[src/rtl/keyed_run_admission_table_macros.svh]
// assertion macros for the keyed run admission table
// used by the top level only, no other dependencies
`ifndef KEYED_RUN_ADMISSION_TABLE_MACROS_SVH
`define KEYED_RUN_ADMISSION_TABLE_MACROS_SVH

// same-cycle implication
`define KRA_ASSERT_SAME(label, clk, rst, ante, cons) \
   label: assert property (@(posedge clk) disable iff (rst) (ante) |-> (cons)) \
      else $error("keyed_run_admission_table: check failed");

// next-cycle implication
`define KRA_ASSERT_NEXT(label, clk, rst, ante, cons) \
   label: assert property (@(posedge clk) disable iff (rst) (ante) |=> (cons)) \
      else $error("keyed_run_admission_table: check failed");

`endif

[src/rtl/kra_pkg.sv]
// shared constants, status codes and control structs for the admission table
// no dependencies
`default_nettype none

package kra_pkg;

   localparam int TABLE_ENTRIES = 16;
   localparam int IDX_W         = (TABLE_ENTRIES > 1) ? $clog2(TABLE_ENTRIES) : 1;
   localparam int KEY_W         = 32;
   localparam int EPOCH_W       = 32;
   localparam int TIME_W        = 48;
   localparam int STATUS_W      = 3;
   localparam int CSR_DATA_W    = 64;
   localparam int CSR_ADDR_W    = 4;

   localparam logic [IDX_W-1:0]  LAST_IDX           = IDX_W'(TABLE_ENTRIES - 1);
   localparam logic [TIME_W-1:0] MIN_INTERVAL_RESET = TIME_W'(64'd900000000);

   localparam logic OP_REQUEST  = 1'b0;
   localparam logic OP_COMPLETE = 1'b1;

   // register index taken from paddr[3]
   localparam logic CSR_IDX_MIN_INTERVAL = 1'b0;

   typedef enum logic [STATUS_W-1:0] {
      STATUS_ADMITTED  = 3'd0,
      STATUS_COALESCED = 3'd1,
      STATUS_NOT_DUE   = 3'd2,
      STATUS_COMPLETED = 3'd3,
      STATUS_REJECTED  = 3'd4,
      STATUS_FULL      = 3'd5
   } status_type;

   typedef struct packed {
      logic load;
      logic scan;
      logic commit;
   } kra_cmd_type;

   typedef struct packed {
      logic scan_last;
   } kra_sts_type;

endpackage

`default_nettype wire

[src/rtl/kra_ram.sv]
// generic single-port-write ram with registered read
// no dependencies
`default_nettype none

module kra_ram #(
   parameter int  WIDTH = 32,
   parameter int  DEPTH = 16,
   localparam int AddrW = (DEPTH > 1) ? $clog2(DEPTH) : 1
) (
   input  wire logic             clock,
   input  wire logic             wr_en,
   input  wire logic [AddrW-1:0] wr_addr,
   input  wire logic [WIDTH-1:0] wr_data,
   input  wire logic [AddrW-1:0] rd_addr,
   output logic      [WIDTH-1:0] rd_data
);

   logic [WIDTH-1:0] mem_ff [DEPTH];
   logic [WIDTH-1:0] rd_data_ff;

   always_ff @(posedge clock) begin
      if (wr_en) begin
         mem_ff[wr_addr] <= wr_data;
      end
      rd_data_ff <= mem_ff[rd_addr];
   end

   assign rd_data = rd_data_ff;

endmodule

`default_nettype wire

[src/rtl/kra_ctrl.sv]
// controller: sequences load, table scan, evaluation and commit of one item
// depends on kra_pkg
`default_nettype none

module kra_ctrl (
   input  wire logic                 clock,
   input  wire logic                 reset,
   input  wire logic                 req_valid,
   output logic                      req_stall,
   output logic                      rsp_valid,
   input  wire logic                 rsp_stall,
   output kra_pkg::kra_cmd_type      cmd,
   input  wire kra_pkg::kra_sts_type sts
);

   typedef enum logic [2:0] {
      ST_IDLE,
      ST_SCAN,
      ST_DRAIN,
      ST_EVAL,
      ST_DECIDE
   } state_type;

   state_type state_ff, state_in;
   logic      rsp_valid_ff, rsp_valid_in;
   logic      out_free;

   assign out_free  = !rsp_valid_ff || !rsp_stall;
   assign req_stall = (state_ff != ST_IDLE);
   assign rsp_valid = rsp_valid_ff;

   always_comb begin
      cmd          = '0;
      state_in     = state_ff;
      rsp_valid_in = rsp_valid_ff && rsp_stall;
      case (state_ff)
         ST_IDLE: begin
            if (req_valid) begin
               cmd.load = 1'b1;
               state_in = ST_SCAN;
            end
         end
         ST_SCAN: begin
            cmd.scan = 1'b1;
            if (sts.scan_last) begin
               state_in = ST_DRAIN;
            end
         end
         ST_DRAIN: begin
            state_in = ST_EVAL;
         end
         ST_EVAL: begin
            state_in = ST_DECIDE;
         end
         ST_DECIDE: begin
            if (out_free) begin
               cmd.commit   = 1'b1;
               rsp_valid_in = 1'b1;
               state_in     = ST_IDLE;
            end
         end
         default: begin
            state_in = ST_IDLE;
         end
      endcase
   end

   always_ff @(posedge clock) begin
      if (reset) begin
         state_ff     <= ST_IDLE;
         rsp_valid_ff <= 1'b0;
      end else begin
         state_ff     <= state_in;
         rsp_valid_ff <= rsp_valid_in;
      end
   end

endmodule

`default_nettype wire

[src/rtl/kra_dp.sv]
// datapath: key, epoch and time stores, valid bits, scan search and decision
// depends on kra_pkg and kra_ram
`default_nettype none

module kra_dp (
   input  wire logic                             clock,
   input  wire logic                             reset,
   input  wire kra_pkg::kra_cmd_type             cmd,
   output kra_pkg::kra_sts_type                  sts,
   input  wire logic                             req_operation,
   input  wire logic [kra_pkg::KEY_W-1:0]        req_root_key,
   input  wire logic [kra_pkg::EPOCH_W-1:0]      req_run_epoch,
   input  wire logic                             req_trigger_is_interval,
   input  wire logic [kra_pkg::TIME_W-1:0]       req_now_us,
   input  wire logic [kra_pkg::TIME_W-1:0]       min_interval,
   output logic      [kra_pkg::STATUS_W-1:0]     rsp_status
);

   localparam int N  = kra_pkg::TABLE_ENTRIES;
   localparam int IW = kra_pkg::IDX_W;
   localparam int TW = kra_pkg::TIME_W;

   // latched item
   logic                        op_ff, op_in;
   logic [kra_pkg::KEY_W-1:0]   key_ff, key_in;
   logic [kra_pkg::EPOCH_W-1:0] epoch_ff, epoch_in;
   logic                        intv_ff, intv_in;
   logic [TW-1:0]               now_ff, now_in;

   // scan pipeline
   logic [IW-1:0] addr_ff, addr_in;
   logic          cmp_valid_ff, cmp_valid_in;
   logic [IW-1:0] cmp_idx_ff, cmp_idx_in;

   // valid bits
   logic [N-1:0] act_valid_ff, act_valid_in;
   logic [N-1:0] hist_valid_ff, hist_valid_in;

   // search results
   logic          a_found_ff, a_found_in;
   logic [IW-1:0] a_idx_ff, a_idx_in;
   logic          a_newer_ff, a_newer_in;
   logic          a_match_ff, a_match_in;
   logic          h_found_ff, h_found_in;
   logic [IW-1:0] h_idx_ff, h_idx_in;
   logic [TW-1:0] h_time_ff, h_time_in;
   logic          fa_found_ff, fa_found_in;
   logic [IW-1:0] fa_idx_ff, fa_idx_in;
   logic          fh_found_ff, fh_found_in;
   logic [IW-1:0] fh_idx_ff, fh_idx_in;

   logic [TW:0]   elapsed_ff, elapsed_in;
   logic [kra_pkg::STATUS_W-1:0] status_ff, status_in;

   // store ports
   logic [kra_pkg::KEY_W-1:0]   act_key_rd, hist_key_rd;
   logic [kra_pkg::EPOCH_W-1:0] act_epoch_rd;
   logic [TW-1:0]               hist_time_rd;

   logic                        act_key_we, act_epoch_we, hist_key_we, hist_time_we;
   logic [IW-1:0]               act_key_wa, act_epoch_wa, hist_key_wa, hist_time_wa;

   // decision
   kra_pkg::status_type decision;
   logic                do_admit, do_refresh, do_free;
   logic [IW-1:0]       h_slot;
   logic                h_slot_ok;
   logic                not_due;

   kra_ram #(.WIDTH(kra_pkg::KEY_W), .DEPTH(N)) u_act_key (
      .clock   (clock),
      .wr_en   (act_key_we),
      .wr_addr (act_key_wa),
      .wr_data (key_ff),
      .rd_addr (addr_ff),
      .rd_data (act_key_rd)
   );

   kra_ram #(.WIDTH(kra_pkg::EPOCH_W), .DEPTH(N)) u_act_epoch (
      .clock   (clock),
      .wr_en   (act_epoch_we),
      .wr_addr (act_epoch_wa),
      .wr_data (epoch_ff),
      .rd_addr (addr_ff),
      .rd_data (act_epoch_rd)
   );

   kra_ram #(.WIDTH(kra_pkg::KEY_W), .DEPTH(N)) u_hist_key (
      .clock   (clock),
      .wr_en   (hist_key_we),
      .wr_addr (hist_key_wa),
      .wr_data (key_ff),
      .rd_addr (addr_ff),
      .rd_data (hist_key_rd)
   );

   kra_ram #(.WIDTH(TW), .DEPTH(N)) u_hist_time (
      .clock   (clock),
      .wr_en   (hist_time_we),
      .wr_addr (hist_time_wa),
      .wr_data (now_ff),
      .rd_addr (addr_ff),
      .rd_data (hist_time_rd)
   );

   assign sts.scan_last = (addr_ff == kra_pkg::LAST_IDX);
   assign rsp_status    = status_ff;

   // item capture and scan search
   always_comb begin
      op_in        = op_ff;
      key_in       = key_ff;
      epoch_in     = epoch_ff;
      intv_in      = intv_ff;
      now_in       = now_ff;
      addr_in      = addr_ff;
      cmp_valid_in = cmd.scan;
      cmp_idx_in   = addr_ff;
      a_found_in   = a_found_ff;
      a_idx_in     = a_idx_ff;
      a_newer_in   = a_newer_ff;
      a_match_in   = a_match_ff;
      h_found_in   = h_found_ff;
      h_idx_in     = h_idx_ff;
      h_time_in    = h_time_ff;
      fa_found_in  = fa_found_ff;
      fa_idx_in    = fa_idx_ff;
      fh_found_in  = fh_found_ff;
      fh_idx_in    = fh_idx_ff;
      if (cmd.load) begin
         op_in       = req_operation;
         key_in      = req_root_key;
         epoch_in    = req_run_epoch;
         intv_in     = req_trigger_is_interval;
         now_in      = req_now_us;
         addr_in     = '0;
         a_found_in  = 1'b0;
         h_found_in  = 1'b0;
         fa_found_in = 1'b0;
         fh_found_in = 1'b0;
      end else begin
         if (cmd.scan) begin
            addr_in = addr_ff + 1'b1;
         end
         if (cmp_valid_ff) begin
            if (!a_found_ff && act_valid_ff[cmp_idx_ff] && act_key_rd == key_ff) begin
               a_found_in = 1'b1;
               a_idx_in   = cmp_idx_ff;
               a_newer_in = epoch_ff > act_epoch_rd;
               a_match_in = epoch_ff == act_epoch_rd;
            end
            if (!h_found_ff && hist_valid_ff[cmp_idx_ff] && hist_key_rd == key_ff) begin
               h_found_in = 1'b1;
               h_idx_in   = cmp_idx_ff;
               h_time_in  = hist_time_rd;
            end
            if (!fa_found_ff && !act_valid_ff[cmp_idx_ff]) begin
               fa_found_in = 1'b1;
               fa_idx_in   = cmp_idx_ff;
            end
            if (!fh_found_ff && !hist_valid_ff[cmp_idx_ff]) begin
               fh_found_in = 1'b1;
               fh_idx_in   = cmp_idx_ff;
            end
         end
      end
   end

   // elapsed time, msb set when the clock went backwards
   assign elapsed_in = {1'b0, now_ff} - {1'b0, h_time_ff};

   always_comb begin
      not_due    = elapsed_ff[TW] || (elapsed_ff[TW-1:0] < min_interval);
      h_slot     = h_found_ff ? h_idx_ff : fh_idx_ff;
      h_slot_ok  = h_found_ff || fh_found_ff;
      decision   = kra_pkg::STATUS_REJECTED;
      do_admit   = 1'b0;
      do_refresh = 1'b0;
      do_free    = 1'b0;
      if (op_ff == kra_pkg::OP_COMPLETE) begin
         if (a_found_ff && a_match_ff) begin
            decision = kra_pkg::STATUS_COMPLETED;
            do_free  = 1'b1;
         end
      end else if (a_found_ff) begin
         decision   = kra_pkg::STATUS_COALESCED;
         do_refresh = a_newer_ff;
      end else if (intv_ff && h_found_ff && not_due) begin
         decision = kra_pkg::STATUS_NOT_DUE;
      end else if (!fa_found_ff || !h_slot_ok) begin
         decision = kra_pkg::STATUS_FULL;
      end else begin
         decision = kra_pkg::STATUS_ADMITTED;
         do_admit = 1'b1;
      end
   end

   // store writes on commit
   always_comb begin
      act_key_we    = cmd.commit && do_admit;
      act_key_wa    = fa_idx_ff;
      act_epoch_we  = cmd.commit && (do_admit || do_refresh);
      act_epoch_wa  = do_admit ? fa_idx_ff : a_idx_ff;
      hist_key_we   = cmd.commit && do_admit;
      hist_key_wa   = h_slot;
      hist_time_we  = cmd.commit && (do_admit || (do_refresh && h_found_ff));
      hist_time_wa  = do_admit ? h_slot : h_idx_ff;
      act_valid_in  = act_valid_ff;
      hist_valid_in = hist_valid_ff;
      status_in     = status_ff;
      if (cmd.commit) begin
         status_in = decision;
         if (do_admit) begin
            act_valid_in[fa_idx_ff] = 1'b1;
            hist_valid_in[h_slot]   = 1'b1;
         end
         if (do_free) begin
            act_valid_in[a_idx_ff] = 1'b0;
         end
      end
   end

   always_ff @(posedge clock) begin
      if (reset) begin
         cmp_valid_ff  <= 1'b0;
         act_valid_ff  <= '0;
         hist_valid_ff <= '0;
         a_found_ff    <= 1'b0;
         h_found_ff    <= 1'b0;
         fa_found_ff   <= 1'b0;
         fh_found_ff   <= 1'b0;
         addr_ff       <= '0;
      end else begin
         cmp_valid_ff  <= cmp_valid_in;
         act_valid_ff  <= act_valid_in;
         hist_valid_ff <= hist_valid_in;
         a_found_ff    <= a_found_in;
         h_found_ff    <= h_found_in;
         fa_found_ff   <= fa_found_in;
         fh_found_ff   <= fh_found_in;
         addr_ff       <= addr_in;
      end
   end

   always_ff @(posedge clock) begin
      op_ff      <= op_in;
      key_ff     <= key_in;
      epoch_ff   <= epoch_in;
      intv_ff    <= intv_in;
      now_ff     <= now_in;
      cmp_idx_ff <= cmp_idx_in;
      a_idx_ff   <= a_idx_in;
      a_newer_ff <= a_newer_in;
      a_match_ff <= a_match_in;
      h_idx_ff   <= h_idx_in;
      h_time_ff  <= h_time_in;
      fa_idx_ff  <= fa_idx_in;
      fh_idx_ff  <= fh_idx_in;
      elapsed_ff <= elapsed_in;
      status_ff  <= status_in;
   end

endmodule

`default_nettype wire

[src/rtl/keyed_run_admission_table.sv]
// items are handled one at a time; req_stall holds off a new item until the current one commits
// the search is a one-entry-a-cycle scan through the single read port of the key, epoch and
//   time stores
// a new item is taken while an earlier result still waits in the output register
// reset: synchronous; clears control state and all valid bits at once, no clearing pass
// top level: csr register, kra_ctrl and kra_dp; depends on kra_pkg and the macro header
`default_nettype none
`include "keyed_run_admission_table_macros.svh"

module keyed_run_admission_table (
   input  wire logic                                clock,
   input  wire logic                                reset,
   input  wire logic                                req_valid,
   output logic                                     req_stall,
   input  wire logic                                req_operation,
   input  wire logic [kra_pkg::KEY_W-1:0]           req_root_key,
   input  wire logic [kra_pkg::EPOCH_W-1:0]         req_run_epoch,
   input  wire logic                                req_trigger_is_interval,
   input  wire logic [kra_pkg::TIME_W-1:0]          req_now_us,
   output logic                                     rsp_valid,
   input  wire logic                                rsp_stall,
   output logic      [kra_pkg::STATUS_W-1:0]        rsp_status,
   input  wire logic                                csr_psel,
   input  wire logic                                csr_penable,
   input  wire logic                                csr_pwrite,
   input  wire logic [kra_pkg::CSR_ADDR_W-1:0]      csr_paddr,
   input  wire logic [kra_pkg::CSR_DATA_W-1:0]      csr_pwdata,
   output logic      [kra_pkg::CSR_DATA_W-1:0]      csr_prdata,
   output logic                                     csr_pready
);

   logic [kra_pkg::TIME_W-1:0] min_interval_ff, min_interval_in;
   logic                       csr_hit;
   kra_pkg::kra_cmd_type       cmd;
   kra_pkg::kra_sts_type       sts;

   // register file
   assign csr_pready = 1'b1;
   assign csr_hit    = (csr_paddr[3] == kra_pkg::CSR_IDX_MIN_INTERVAL);

   always_comb begin
      min_interval_in = min_interval_ff;
      if (csr_psel && csr_penable && csr_pwrite && csr_pready && csr_hit) begin
         min_interval_in = csr_pwdata[kra_pkg::TIME_W-1:0];
      end
   end

   always_comb begin
      csr_prdata = '0;
      if (csr_hit) begin
         csr_prdata = kra_pkg::CSR_DATA_W'(min_interval_ff);
      end
   end

   always_ff @(posedge clock) begin
      if (reset) begin
         min_interval_ff <= kra_pkg::MIN_INTERVAL_RESET;
      end else begin
         min_interval_ff <= min_interval_in;
      end
   end

   kra_ctrl u_ctrl (
      .clock     (clock),
      .reset     (reset),
      .req_valid (req_valid),
      .req_stall (req_stall),
      .rsp_valid (rsp_valid),
      .rsp_stall (rsp_stall),
      .cmd       (cmd),
      .sts       (sts)
   );

   kra_dp u_dp (
      .clock                   (clock),
      .reset                   (reset),
      .cmd                     (cmd),
      .sts                     (sts),
      .req_operation           (req_operation),
      .req_root_key            (req_root_key),
      .req_run_epoch           (req_run_epoch),
      .req_trigger_is_interval (req_trigger_is_interval),
      .req_now_us              (req_now_us),
      .min_interval            (min_interval_ff),
      .rsp_status              (rsp_status)
   );

   // busy from the cycle after a transfer in
   `KRA_ASSERT_NEXT(a_busy_after_accept, clock, reset, req_valid && !req_stall, req_stall)
   // a new result only comes out of a busy cycle
   `KRA_ASSERT_SAME(a_rsp_from_busy, clock, reset, $rose(rsp_valid), $past(req_stall))
   // idle with nothing offered gives no new result
   `KRA_ASSERT_NEXT(a_idle_quiet, clock, reset, !req_stall && !req_valid, !$rose(rsp_valid))

endmodule

`default_nettype wire
[config.mk]
export PLATFORM = sky130hd
export DESIGN_NAME = keyed_run_admission_table
export DESIGN_NICKNAME = d
export VERILOG_FILES = /design/src/rtl/kra_pkg.sv /design/src/rtl/kra_ram.sv /design/src/rtl/kra_ctrl.sv /design/src/rtl/kra_dp.sv /design/src/rtl/keyed_run_admission_table.sv
export VERILOG_INCLUDE_DIRS = /design/src /design/src/rtl
export SDC_FILE = /design/constraint.sdc
export NUM_CORES = 2
export LEC_CHECK = 0
export BUFFER_PORTS_ARGS = -buffer_cell sky130_fd_sc_hd__buf_2
export CAP_MARGIN = 10
export CORE_MARGIN = 1.5
export CORE_UTILIZATION = 45
export DETAILED_ROUTE_END_ITERATION = 6
export GPL_ROUTABILITY_DRIVEN = 0
export PLACE_DENSITY = 0.71
export SLEW_MARGIN = 40
export SYNTH_ARGS = -nofsm -noshare
export SYNTH_HDL_FRONTEND = slang
export SYNTH_SLANG_ARGS = --single-unit
[constraint.sdc]
create_clock -name clock -period 17.05 [get_ports clock]
set_clock_uncertainty 0.05 [all_clocks]
set_input_delay 3.41 -clock clock [delete_from_list [all_inputs] [get_ports clock]]
set_output_delay 3.41 -clock clock [all_outputs]
set_load 0.05 [all_outputs]
==> key figures <==
Pwr
  – Power per Cell Area: 117.2 nW/um2
  – Seq pwr share: 0.533
  – Gate power share: 0.038
  – Sw frac: 0.2042
  – Sw power: 2.897 mW
  – Int Power: 11.29 mW
  – Leakage: 38.46 nW
  – Peak VDD IR: 0.0001127 V
  – Clk pwr share: 0.429
  – Total chip power: 14.19 mW

Timing
  – Final Critical Period: 7.668 ns
  – Max Clk Rate: 0.1304 GHz
  – Worst-Margin Slew: 0.8688 ns
  – Final Hold Vio Count: 0
  – # setup viols final: 0
  – Slew headroom: 0.4208
  – Unrepaired setup endpoints after global routing: false
  – Fin. max-slew vios: 0
  – Sum Neg Setup Slack: 0 ns
  – Period utilization: 0.4497

Clocking
  – CTS Hold Buffers Added: 0
  – Num CTS Buffers: 296
  – CTS tree: done
  – CTS H-Tree Depth: 5
  – Clock tree buffer depth: 4
  – Worst-Skew Late Latency: 0.94 ns
  – Post-cts resize count: 0
  – Postcts setup bufs: 0
  – Sink Count: 2777
  – Clk slew on worst S/H paths: 0.06 ns
  – Root Buffer: clkbuf_16

Cells and area
  – Synthesis-to-layout area growth: 14.38%
  – Final Util: 0.5190
  – Fillers: 17680
  – Register area: 80500 um2
  – Post-route cell area: 121000 um2
  – Layout Nets: 5791
  – Share of cells above drive strength 1: 0.2801
  – Multi-input logic area: 24300 um2

Logic synthesis
  – Post-Syn Area per Cell: 21.08 um2
  – Synth Cell Area: 105800 um2
  – Async set-reset flop share out of synthesis: 0
  – Synth top cells by count: edfxtp_1 (2487), mux4_2 (730), dfxtp_1 (290)
  – Post-synthesis cell type count: 74
  – Most numerous cell in the Yosys netlist: edfxtp_1
  – Post-synthesis sequential element count: 2777
  – Sequential share of the synthesized area: 0.7606
  – Top cells by area, synth: edfxtp_1 (71%), mux4_2 (16%), dfxtp_1 (5.5%)
  – Gate count after technology mapping: 5021
  – Warnings, synthesis: 0
  – Top cell type by total area after synthesis: edfxtp_1
  – Synth top area share: 0.7057
  – Most used DFF post-synth: edfxtp_1
  – Post-synth EDFFs: 2487

Place
  – Post-DP HPWL: 123.7 mm
  – Placed instance area: 111800 um2
  – IO Port Bufs: 222

Routing
  – Post-route ant nets: 0
  – Initial drt markers: 5884
  – DRT Pass-1 Iters: 5
  – Via count: 50870
  – DRT Wirelength: 235.6 mm
  – Via-per-instance ratio: 5.765
  – Drt wl/cell: 26.70 um
  – # DRC: 0

Job
  – Total of max-cap violations: 0

GRT
  – GRT Overall Usage: 0.1975
  – Pin count of the biggest net entering global routing: 120
  – Initial antenna violation count: 7
  – Global-route wire length before repair: 345.1 mm
  – Grt ovf: 0
  – Vias in the first global route: 52440

Die
  – Die Ht: 487.9 um
  – Rows: 177
  – Starting Density: 0.4538
  – Core Area: 233200 um2
  – Die area: 238100 um2
  – Chip width: 487.9 um
  – # IOs: 259

Critical path
  – CP Capture Type: output port
  – WS Path Type: in -> out
  – Crit path launch type: input port
  – Critical path arrival: 4.21 ns
  – Worst Path Max Fanout: 50
  – WP data required: 13.59 ns

Status
  – Outcome: finished clean

Hold path
  – Hold crit path type: reg -> reg
[area by class of cell]
type,instances,area share
sequential,2777,0.6651
tap,3132,0.03238
clock inverter,115,0.007795
inverter,169,0.005241
timing repair buffer,369,0.02097
antenna,2,0.00004135
clock buffer,400,0.06763
multi-input combinational,1860,0.2008
[per-stage QoR]
stage	worst slack (ns)	cells	hold WS, ns
global route	9.284	8824	0.3554
floorplan	3.949	5036	0.2790
CTS	9.348	8818	0.3453
finish	9.382	8824	0.3523
global placement	9.085	8292	0.3373
detailed placement	9.349	8303	0.3387
[worst max-delay path, cell delays in order]
cell	delay [ns]
buf_4	0.44
nor2b_1	0.10
buf_2	0.23
[per-layer routing]
metal | share of wire | vias up | track usage
met2 | 0.49 | 1919 | 0.3249
met3 | 0.068 | 329 | 0.03267
met5 | 0.000051 | - | 0
met4 | 0.022 | 2 | 0.05429
met1 | 0.42 | 27160 | 0.2735
li1 | - | 21460 | -
[flip-flops by register name, indices dropped and copies added, names as in the netlist, 4 cells and up]
signal,cells
u_dp.u_hist_time.mem_ff,768
u_dp.u_act_epoch.mem_ff,512
u_dp.u_act_key.mem_ff,512
u_dp.u_hist_key.mem_ff,512
u_dp.elapsed_ff,49
min_interval_ff,48
u_dp.h_time_ff,48
u_dp.now_ff,48
u_dp.u_hist_time.rd_data,48
u_dp.epoch_ff,32
u_dp.key_ff,32
u_dp.u_act_epoch.rd_data,32
u_dp.u_act_key.rd_data,32
u_dp.u_hist_key.rd_data,32
u_dp.act_valid_ff,16
u_dp.hist_valid_ff,16
u_dp.a_idx_ff,4
u_dp.act_key_wa,4
u_dp.addr_ff,4
u_dp.cmp_idx_ff,4
u_dp.fh_idx_ff,4
u_dp.h_idx_ff,4
[worst paths after layout]
| path | start | endpoint | slack (ns) | cells after the start |
|---|---|---|---|---|
| worst min-delay path | u_dp.u_hist_time.rd_data[4] | u_dp.h_time_ff[4] | 0.35 | 0 |
| worst max-delay path | csr_paddr[3] | csr_prdata[0] | 9.38 | 3 |
| worst max register to register | min_interval_ff[1] | u_dp.u_hist_time.mem_ff[14][43] | 11.92 | 11 |
| worst min register to register | u_dp.u_hist_time.rd_data[4] | u_dp.h_time_ff[4] | 0.35 | 0 |
[cell families after synthesis]
kind of cell             share of synthesized area
AO/OA/AOI/OAI                              0.02079
flip-flops                                  0.7606
adder cells (fa/ha/maj)                    0.01532
other                                   0.00007097
multiplexers                                0.1566
buffers and inverters                      0.01491
XOR/XNOR                                  0.008939
AND/OR/NAND/NOR                            0.02271
[power groups by stage]
stage	registers, mW	clock network (mW)	logic (mW)
final	7.56	6.09	0.541
after global placement	7.70	0	0.521
after detailed placement	7.70	0	0.545
after global routing	7.56	6.46	0.590
after CTS	7.56	6.19	0.548
after floorplan	7.69	0	0.365
[cell usage in the layout, fill, tap and decap left out, types with 10 or more instances in the layout]
| cell | synthesis | final |
|---|---|---|
| nor2b_1 | 18 | 18 |
| inv_6 | 0 | 12 |
| o22ai_1 | 15 | 15 |
| buf_6 | 1 | 24 |
| edfxtp_1 | 2487 | 2487 |
| xnor2_1 | 39 | 39 |
| clkbuf_16 | 0 | 302 |
| inv_1 | 168 | 168 |
| nor2_1 | 184 | 140 |
| a21o_1 | 38 | 38 |
| dfxtp_1 | 290 | 285 |
| buf_12 | 0 | 10 |
| nand4_1 | 28 | 28 |
| bufinv_16 | 0 | 14 |
| buf_4 | 17 | 107 |
| o31ai_1 | 14 | 14 |
| nor4_1 | 20 | 19 |
| a211o_1 | 15 | 15 |
| clkbuf_8 | 0 | 26 |
| xor2_1 | 69 | 69 |
| nor3_1 | 57 | 40 |
| nand3_1 | 23 | 23 |
| buf_2 | 7 | 221 |
| clkinv_2 | 0 | 38 |
| nor3_2 | 0 | 17 |
| and3_1 | 10 | 10 |
| clkbuf_1 | 162 | 72 |
| a21oi_1 | 135 | 129 |
| ha_1 | 128 | 128 |
| o21ai_0 | 38 | 37 |
| nand2b_1 | 14 | 14 |
| nor2_4 | 0 | 44 |
| mux4_2 | 730 | 730 |
| nand2_1 | 138 | 138 |
| clkinv_1 | 1 | 44 |
| conb_1 | 2 | 17 |
| a31oi_1 | 23 | 23 |
(Power assumes the default switching activity.)
